File: src/crcfc_pkg.sv
`default_nettype none
// ----------------------------------------------------------------------------
// crcfc_pkg
// Shared types, constants and the byte-wide CRC-32 update for the frame
// checker.
// ----------------------------------------------------------------------------
package crcfc_pkg;

    localparam logic [31:0] CRC_POLY   = 32'h04C1_1DB7;
    localparam logic [7:0]  START_BYTE = 8'h7E;

    typedef enum logic [2:0] {
        PH_IDLE    = 3'd0,
        PH_HDR0    = 3'd1,
        PH_HDR1    = 3'd2,
        PH_HDR2    = 3'd3,
        PH_HDR3    = 3'd4,
        PH_LENGTH  = 3'd5,
        PH_PAYLOAD = 3'd6
    } phase_t;

    typedef struct packed {
        logic        crc_ok;
        logic [7:0]  payload_length;
        logic [31:0] computed_crc;
        logic [31:0] received_crc;
    } result_t;

    // MSB-first CRC-32, eight bits per call
    function automatic logic [31:0] crc_byte(input logic [31:0] crc_in,
                                             input logic [7:0]  data);
        logic [31:0] crc;
        logic        fb;
        crc = crc_in;
        for (int k = 7; k >= 0; k--)
        begin
            fb  = crc[31] ^ data[k];
            crc = {crc[30:0], 1'b0};
            if (fb)
            begin
                crc = crc ^ CRC_POLY;
            end
        end
        return crc;
    endfunction

endpackage
`default_nettype wire

File: src/crcfc_frame.sv
`default_nettype none
// ----------------------------------------------------------------------------
// crcfc_frame
// Frame parser: start byte, CRC header, length, payload CRC update and
// result generation.
// ----------------------------------------------------------------------------
module crcfc_frame
    import crcfc_pkg::*;
(
    input  wire logic       clk,
    input  wire logic       rst_n,
    input  wire logic       advance,
    input  wire logic [7:0] byte_data,
    output logic            emit,
    output result_t         result
);

    phase_t      phase_reg;
    phase_t      phase_next;
    logic [31:0] hdr_crc_reg;
    logic [31:0] hdr_crc_next;
    logic [7:0]  length_reg;
    logic [7:0]  length_next;
    logic [7:0]  left_reg;
    logic [7:0]  left_next;
    logic [31:0] run_crc_reg;
    logic [31:0] run_crc_next;

    always_comb
    begin
        phase_next   = phase_reg;
        hdr_crc_next = hdr_crc_reg;
        length_next  = length_reg;
        left_next    = left_reg;
        run_crc_next = run_crc_reg;
        emit         = 1'b0;
        unique case (phase_reg)
            PH_IDLE:
            begin
                if (byte_data == START_BYTE)
                begin
                    hdr_crc_next = '0;
                    run_crc_next = '0;
                    phase_next   = PH_HDR0;
                end
            end
            PH_HDR0, PH_HDR1, PH_HDR2, PH_HDR3:
            begin
                hdr_crc_next = {hdr_crc_reg[23:0], byte_data};
                phase_next   = phase_t'(phase_reg + 3'd1);
            end
            PH_LENGTH:
            begin
                length_next  = byte_data;
                left_next    = byte_data;
                run_crc_next = '0;
                if (byte_data == 8'd0)
                begin
                    emit       = 1'b1;
                    phase_next = PH_IDLE;
                end
                else
                begin
                    phase_next = PH_PAYLOAD;
                end
            end
            PH_PAYLOAD:
            begin
                run_crc_next = crc_byte(run_crc_reg, byte_data);
                left_next    = left_reg - 8'd1;
                if (left_next == 8'd0)
                begin
                    emit       = 1'b1;
                    phase_next = PH_IDLE;
                end
            end
            default:
            begin
                phase_next = PH_IDLE;
            end
        endcase
        emit = emit && advance;
    end

    assign result.crc_ok         = (run_crc_next == hdr_crc_next);
    assign result.payload_length = length_next;
    assign result.computed_crc   = run_crc_next;
    assign result.received_crc   = hdr_crc_next;

    always_ff @(posedge clk or negedge rst_n)
    begin
        if (!rst_n)
        begin
            phase_reg   <= PH_IDLE;
            hdr_crc_reg <= '0;
            length_reg  <= '0;
            left_reg    <= '0;
            run_crc_reg <= '0;
        end
        else if (advance)
        begin
            phase_reg   <= phase_next;
            hdr_crc_reg <= hdr_crc_next;
            length_reg  <= length_next;
            left_reg    <= left_next;
            run_crc_reg <= run_crc_next;
        end
    end

endmodule
`default_nettype wire

File: config.mk
export PLATFORM = sky130hd
export DESIGN_NAME = crcfc_frame
export DESIGN_NICKNAME = d
export VERILOG_FILES = /design/src/crcfc_pkg.sv /design/src/crcfc_frame.sv
export SDC_FILE = /design/constraint.sdc
export NUM_CORES = 1
export LEC_CHECK = 0
export BUFFER_PORTS_ARGS = -buffer_cell sky130_fd_sc_hd__buf_2
export CAP_MARGIN = 20
export CORE_MARGIN = 3
export CORE_UTILIZATION = 42
export CTS_CLUSTER_SIZE = 8
export DETAILED_ROUTE_END_ITERATION = 8
export SLEW_MARGIN = 20
export SYNTH_ARGS = -nofsm -noshare
export SYNTH_HDL_FRONTEND = slang
export SYNTH_SLANG_ARGS = --single-unit
File: constraint.sdc
create_clock -name clk -period 5 [get_ports clk]
set_input_delay 0.5 -clock clk [delete_from_list [all_inputs] [get_ports clk]]
set_output_delay 0.5 -clock clk [all_outputs]
set_load 0.1 [all_outputs]
* Word-level counts from Yosys, hierarchy flattened
Index checks and enable logic that the tools add are counted.
** Word-level totals
- Input bits :: 11
- Logic and storage cells :: 69
- Register bits after elaboration :: 83
** Operators by class
- $add $sub $neg :: 2
- Muxes and demuxes :: 28
- Bitwise gates (word level) :: 16
- Reductions and logical operators :: 8
- Equal/unequal tests :: 10
** Operators by type and width (number)
- $mux 32 :: 9
- $mux 27 :: 8
- $not 14->14 :: 8
- $pmux 32 s3 :: 1
- $pmux 32 s2 :: 1
- $eq 32x32->1 :: 1
- $logic_not 8->1 :: 2
- $pmux 8 s2 :: 1
- $pmux 3 s4 :: 1
- $eq 3x3->1 const B :: 3
- $mux 3 :: 3
- $eq 8x7->1 const B :: 1
- $mux 8 :: 1
- $sub 8x1->8 const B :: 1
- $xor 1x1->1 :: 8
- $eq 3x2->1 const B :: 2
- $ne 2x2->1 const B :: 2
- $reduce_or 4->1 :: 1
- $add 3x1->3 const B :: 1
- $eq 3x1->1 const B :: 1
- $logic_not 3->1 :: 1
- $reduce_and 3->1 :: 1
- $mux 1 :: 2
- $pmux 1 s2 :: 1
- 3 further kinds :: 3

* Longest topological paths before layout
Gate-level depths: netlist of the first run.
- Depth in word-level cells :: 25
- Mapped depth :: 14
- Depth with buffers taken out :: 12

* Least setup slack after synthesis of the first run
Ideal clock, no wire load.
- Path kind :: input port to output port
- From :: input byte_data[0]
- To :: output result[72] (netlist name)
- Stages :: 8
- Required time :: 4.500 ns
- Path buffers :: 0
- Setup slack :: -1.532 ns
- Data arrival time :: 6.032 ns
- Path through :: xnor2_2 -> xnor2_4 -> xor3_1 -> o21ai_0 -> o2bb2ai_1 -> a221oi_1 -> nand4_1 -> nor4_2
** RTL lines
- start, declared :: RTL line crcfc_frame.sv:13 : input wire logic [7:0] byte_data,
- end, declared :: RTL line crcfc_frame.sv:15 : output result_t result

==> metrics, run 1 <==
DRT Wirelength 20530 microns; Worst Path Arrival 4.11 ns; setup violators final 0; share of post-route cells with drive strength above 1 0.1971; MaxCap Viol Count 0; total number of vias 5371; CP required 4.50 ns; syn_nets 693; detailed-router iteration count before antenna repair 5; DRC violation total after the first TritonRoute iteration 495; Netlist cell types 64; Yosys top cell by area dfrtp_1; setup fix buffers added after clock tree synthesis 0; RSZ-0062 raised after global routing no; clk sinks 83; yosys warns 0; Metal-1 WL 9256 microns; initial antenna violation count 0; setup TNS 0 ns; crit start category register; CP max FO 18; Die Y 125.0 microns; non-filler cells, final 922; Area Overhead vs Synth 16.57%; final slew viol count 0; Mean Syn Cell Area 8.792 sq um; # IOs 85; met2 wire length 9199 microns; crit-path max cell delay 0.54 ns; vias in the first global route 5104; Final Skew 0.007115 ns; clock transition at the registers of the reported paths 0.07 ns; worst slew pin tran 0.9449 ns; post-route ant nets 0; Mapped Area 0.005943 sq mm; die extent in x 125.0 microns; largest net degree at the start of global routing 75; num rows 42; Num CTS Buffers 9; min cycle time layout 4.606 ns; Synth top area share 0.3495; flop-to-flop setup slack 2.29 ns; Slowest-stage cell, CP or4_1; period utilisation layout 0.9212; Layout Nets 758; Post-synth ARST share 1.000; Fmax achieved 0.2171 GHz; # hold bufs at CTS 0; diode count 0; CP Capture Type output port; DR DRC count 0; # H-tree levels 3; first-pass GRT wire length 31690 microns; sequential fraction of the synthesis area 0.3495; Placer Congestion 0.9819; Total Routing Usage GR 0.2624; fin util 0.5110; drt wl/cell 22.27 microns; Reg2Reg Depth 6; Port Buffers 84; Starting Density 0.4384; total gr overflow 0; top post-synthesis cells by area dfrtp_1 35%, nor2_1 8.7%, xnor2_1 5.7%; die area 0.01561 sq mm; average vias per placed instance 5.825; Top Layer Used met4; delay-heaviest family, CP simple AND/OR/NAND/NOR gates; DP Wirelength 15410 microns; clock root cell clkbuf_16; critical path type reg -> out; headroom to the max-slew limit 0.3701; Placed Cells incl. Taps 906; Max Buffers Root-to-Sink 2; CP bufs+invs 4; crit-path most repeated cell inv_1; critical-path cell list inv_1 > ha_1 > nor2b_1 > or3_1 > buf_4 > a32oi_1 > inv_1 > nand2_1 > o21a_1 > nor2_1 > or4_1 > nor4_4 > buf_12; post-cts sizing count 0; clock latency at the later pin of the worst-skew pair 0.35 ns; Final Hold Violating Endpoints 0; register bit count reported by yosys 83; status completed; Mapped Cells 676; CTS tree yes; Core Region 0.01356 sq mm; Reg-to-Reg Start phase_reg[0]; r2r endpoint run_crc_reg[8]; Worst Hold Class in -> async; met3 wire len 1725 microns; EDFF count, synth 0; ys flop type dfrtp_1
## worst max path at each step
stage,start,end,depth (start not counted)
after floorplan,byte_data[5],result[72],7
after global placement,phase_reg[0],result[72],13
after detailed placement,phase_reg[0],result[72],13
after CTS,phase_reg[0],result[72],13
after global routing,phase_reg[0],result[72],13
final,phase_reg[0],result[72],13
## area by class of cell
type / count / area (sq um)
Fill cell: 1305 / 6630
Tap cell: 176 / 220.2
Clock buffer: 10 / 229.0
Timing Repair Buffer: 95 / 523.0
Multi-Input combinational cell: 508 / 3577
Sequential cell: 83 / 2077
Clock inverter: 6 / 136.4
Inverter: 44 / 165.2
## worst reg2reg max path, delay by kind of cell (launching register included)
family          cells  cell delay [ns]
compound gates      3             1.37
fa+ha+maj           1             0.23
flops               1             0.42
simple gates        1             0.45
buf+inv             1             0.11
## layer usage
layer / up-vias / global-route usage
li1: 2496 / -
met1: 2621 / 0.3910
met2: 233 / 0.3919
met3: 21 / 0.04776
met4: 0 / 0.07717
met5: - / 0
## synthesized netlist by cell type, drive strengths merged (2+ instances only)
library cell    n
a32o            4
buf            16
nor4            7
inv            44
a21oi          53
a31oi          13
ha              6
nand4           4
xnor2          50
and2            6
nand3          13
dfrtp          83
xnor3          15
o211ai          3
nor2          137
or4             3
o21ai          19
o21a            3
o221ai          2
nor3b           2
xor2           14
nand2          54
xor3            5
clkbuf         25
nor2b           2
a22o           11
o22ai           3
o2111ai         2
a32oi          15
nor3            5
mux2            3
o2bb2ai         6
a21o            6
a22oi          24
nand2b          3
or3             2
## through the flow
step / area [sq um] / hold slack, ns / setup slack [ns]
6_report: 6928 / 0.05033 / 0.3941
5_1_grt: 6928 / 0.07621 / 0.1704
4_1_cts: 6927 / 0.06017 / 0.1745
3_5_place_dp: 6561 / 0.4450 / 0.5524
3_3_place_gp: 6561 / 0.4333 / 0.7351
2_1_floorplan: 5988 / 0.2044 / 0.07059
## cells by family after synthesis
group,after synthesis,share of synthesized area
flip-flops,83,0.3495
XOR/XNOR,84,0.1922
multiplexers,3,0.005684
AO/OA/AOI/OAI,174,0.2059
adder cells (fa/ha/maj),6,0.01263
AND/OR/NAND/NOR,241,0.1747
buffers and inverters,85,0.05937
## layout by cell type (no fill, tap or decap), types with 4 or more instances in the layout
cell type,n
ha_1,6
a32oi_1,15
buf_2,81
nand2_1,54
xor2_1,13
a22oi_1,20
nor3_1,5
buf_4,13
o21ai_0,14
nor2_1,136
nand4_1,4
xnor2_1,39
nor4_1,6
a21o_1,6
a31oi_1,12
a22o_1,11
xnor3_1,14
nand3_1,12
xor3_1,5
bufinv_16,4
and2_1,5
inv_1,43
xnor2_2,8
dfrtp_1,83
a32o_1,4
o2bb2ai_2,4
clkbuf_16,9
a21oi_1,53
Power of run 1 is left out: the tool's default activity adds up to more than one toggle a clock period on the data nets, which glitch-free logic cannot reach.
==> inputs of run 2 (changes only) <==
--- a/config.mk
+++ b/config.mk
@@ -8,9 +8,10 @@
 export BUFFER_PORTS_ARGS = -buffer_cell sky130_fd_sc_hd__buf_2
 export CAP_MARGIN = 20
 export CORE_MARGIN = 3
-export CORE_UTILIZATION = 42
+export CORE_UTILIZATION = 29
 export CTS_CLUSTER_SIZE = 8
 export DETAILED_ROUTE_END_ITERATION = 8
+export REMOVE_ABC_BUFFERS = 1
 export SLEW_MARGIN = 20
 export SYNTH_ARGS = -nofsm -noshare
 export SYNTH_HDL_FRONTEND = slang
==> constraint.sdc (replaced) <==
create_clock -name clk -period 4.95 [get_ports clk]
set_input_delay 0.495 -clock clk [delete_from_list [all_inputs] [get_ports clk]]
set_output_delay 0.495 -clock clk [all_outputs]
set_load 0.1 [all_outputs]
==> metrics, run 2 (synthesis gave the netlist of run 1 again) <==
status completed; detailed-router iteration count before antenna repair 5 (unchanged); vias in the first global route 5204 (+2.0%); Worst Path Arrival 4.14 ns (+0.03 ns); RSZ-0062 raised after global routing no; Port Buffers 84 (unchanged); post-route ant nets 0 (unchanged); Die Y 149.2 microns (+19%); Core Region 0.01978 sq mm (+46%); clock root cell clkbuf_16; post-cts sizing count 0 (unchanged); DRT Wirelength 20780 microns (+1.2%); initial antenna violation count 0 (unchanged); setup violators final 0 (unchanged); # IOs 85 (unchanged); CTS tree yes; Final Skew 0.008083 ns (+0.0009674 ns); DP Wirelength 15690 microns (+1.8%); CP Capture Type output port; Post-Layout Inst Area 0.006945 sq mm (+0.25%); CP required 4.45 ns (-0.05 ns); Worst Hold Class in -> async; critical-path cell list inv_1 > ha_1 > nor2b_1 > buf_4 > or3_1 > buf_4 > a32oi_1 > inv_1 > nand2_1 > o21a_1 > nor2_1 > or4_1 > nor4_2 > buf_12; final slew viol count 0 (unchanged); DP Area 0.006665 sq mm (+1.6%); commonest non-fill, non-tap cells in the layout 136 x nor2_1, 83 x dfrtp_1, 81 x buf_2; Starting Density 0.3004 (-0.1379); Placer Congestion 0.9597 (-2.3%); crit start category register; clock latency at the later pin of the worst-skew pair 0.35 ns (about the same); commonest non-fill, non-tap cell in the layout nor2_1; largest net degree at the start of global routing 83 (+11%); Layout Nets 763 (+0.66%); min cycle time layout 4.639 ns; num rows 51 (+21%); Total Routing Usage GR 0.1903 (-0.07211); CP max FO 18 (unchanged); Slowest-stage cell, CP or4_1; first-pass GRT wire length 32150 microns (+1.4%); MaxCap Viol Count 0 (unchanged); total number of vias 5377 (+0.11%); headroom to the max-slew limit 0.3103 (-0.05976); DRC violation total after the first TritonRoute iteration 549 (+11%); crit-path max cell delay 0.50 ns (-0.04 ns); DR DRC count 0 (unchanged); total gr overflow 0 (unchanged); clock transition at the registers of the reported paths 0.06 ns (about the same); worst slew pin tran 1.033 ns (+0.08850 ns); share of post-route cells with drive strength above 1 0.1933 (-0.003718); average vias per placed instance 5.298 (-9.1%); diode count 0 (unchanged); Final Hold Violating Endpoints 0 (unchanged); die extent in x 149.2 microns (+19%); Area Overhead vs Synth 16.86%; CP bufs+invs 5 (+1); # hold bufs at CTS 0 (unchanged); Fmax achieved 0.2156 GHz; setup fix buffers added after clock tree synthesis 0 (unchanged); delay-heaviest family, CP simple AND/OR/NAND/NOR gates; # H-tree levels 3 (unchanged); Num CTS Buffers 9 (unchanged); drt wl/cell 20.47 microns (-8.0%); period utilisation layout 0.9372; Max Buffers Root-to-Sink 2 (unchanged); critical path type reg -> out; die area 0.02225 sq mm (+42%); clk sinks 83 (unchanged)
-- run 2: layer usage --
layer | track usage | vias to the layer above | wire, microns
met5 | 0 | - | 0
met4 | 0.08055 | 0 | 671
met3 | 0.02826 | 38 | 1222
met2 | 0.2797 | 218 | 9158
met1 | 0.2788 | 2613 | 9729
li1 | - | 2508 | -
-- run 2: area by class of cell --
cell class / count / area [sq um]
inverter: 44 / 165.2
clock inverter: 4 / 26.28
fill: 2047 / 12840
timing repair buffer: 100 / 560.5
tap: 265 / 331.6
multi-input combinational: 508 / 3532
clock buffer: 11 / 252.7
sequential: 83 / 2077
-- run 2: final timing paths --
path / startpoint / endpoint / slack [ns] / cells after the start
setup / recovery: phase_reg[0] / result[72] / 0.31 / 14
hold / removal: rst_n / phase_reg[0] / 0.12 / 1
setup reg to reg: phase_reg[0] / hdr_crc_reg[6] / 2.29 / 8
hold reg to reg: left_reg[1] / left_reg[1] / 0.53 / 2
max in group asynchronous: rst_n / run_crc_reg[5] / 3.84 / 2
min in group clk: byte_data[0] / left_reg[0] / 0.50 / 3
-- run 2: metrics by stage --
step | worst slack [ns] | std cells | hold slack (ns) | utilization | TNS, ns
detailed placement | 0.5738 | 1000 | 0.5218 | 0.3369 | 0
global placement | 0.6489 | 1000 | 0.4978 | 0.3369 | 0
CTS | 0.1902 | 1015 | 0.1419 | 0.3510 | 0
floorplan | -2.132 | 635 | 0.1994 | - | -2.132
global route | 0.04526 | 1015 | 0.1717 | 0.3511 | 0
finish | 0.3108 | 1015 | 0.1190 | 0.3511 | 0
-- run 2: worst register-to-register path, stage by stage, from the launching register on --
cell and delay [ns]:
dfrtp_1 0.40, inv_1 0.09, ha_1 0.24, nor2b_1 0.14
buf_4 0.17, or3_1 0.38, buf_4 0.21, a32oi_1 0.70
a21oi_1 0.16
Power of run 2 is left out for the same reason.
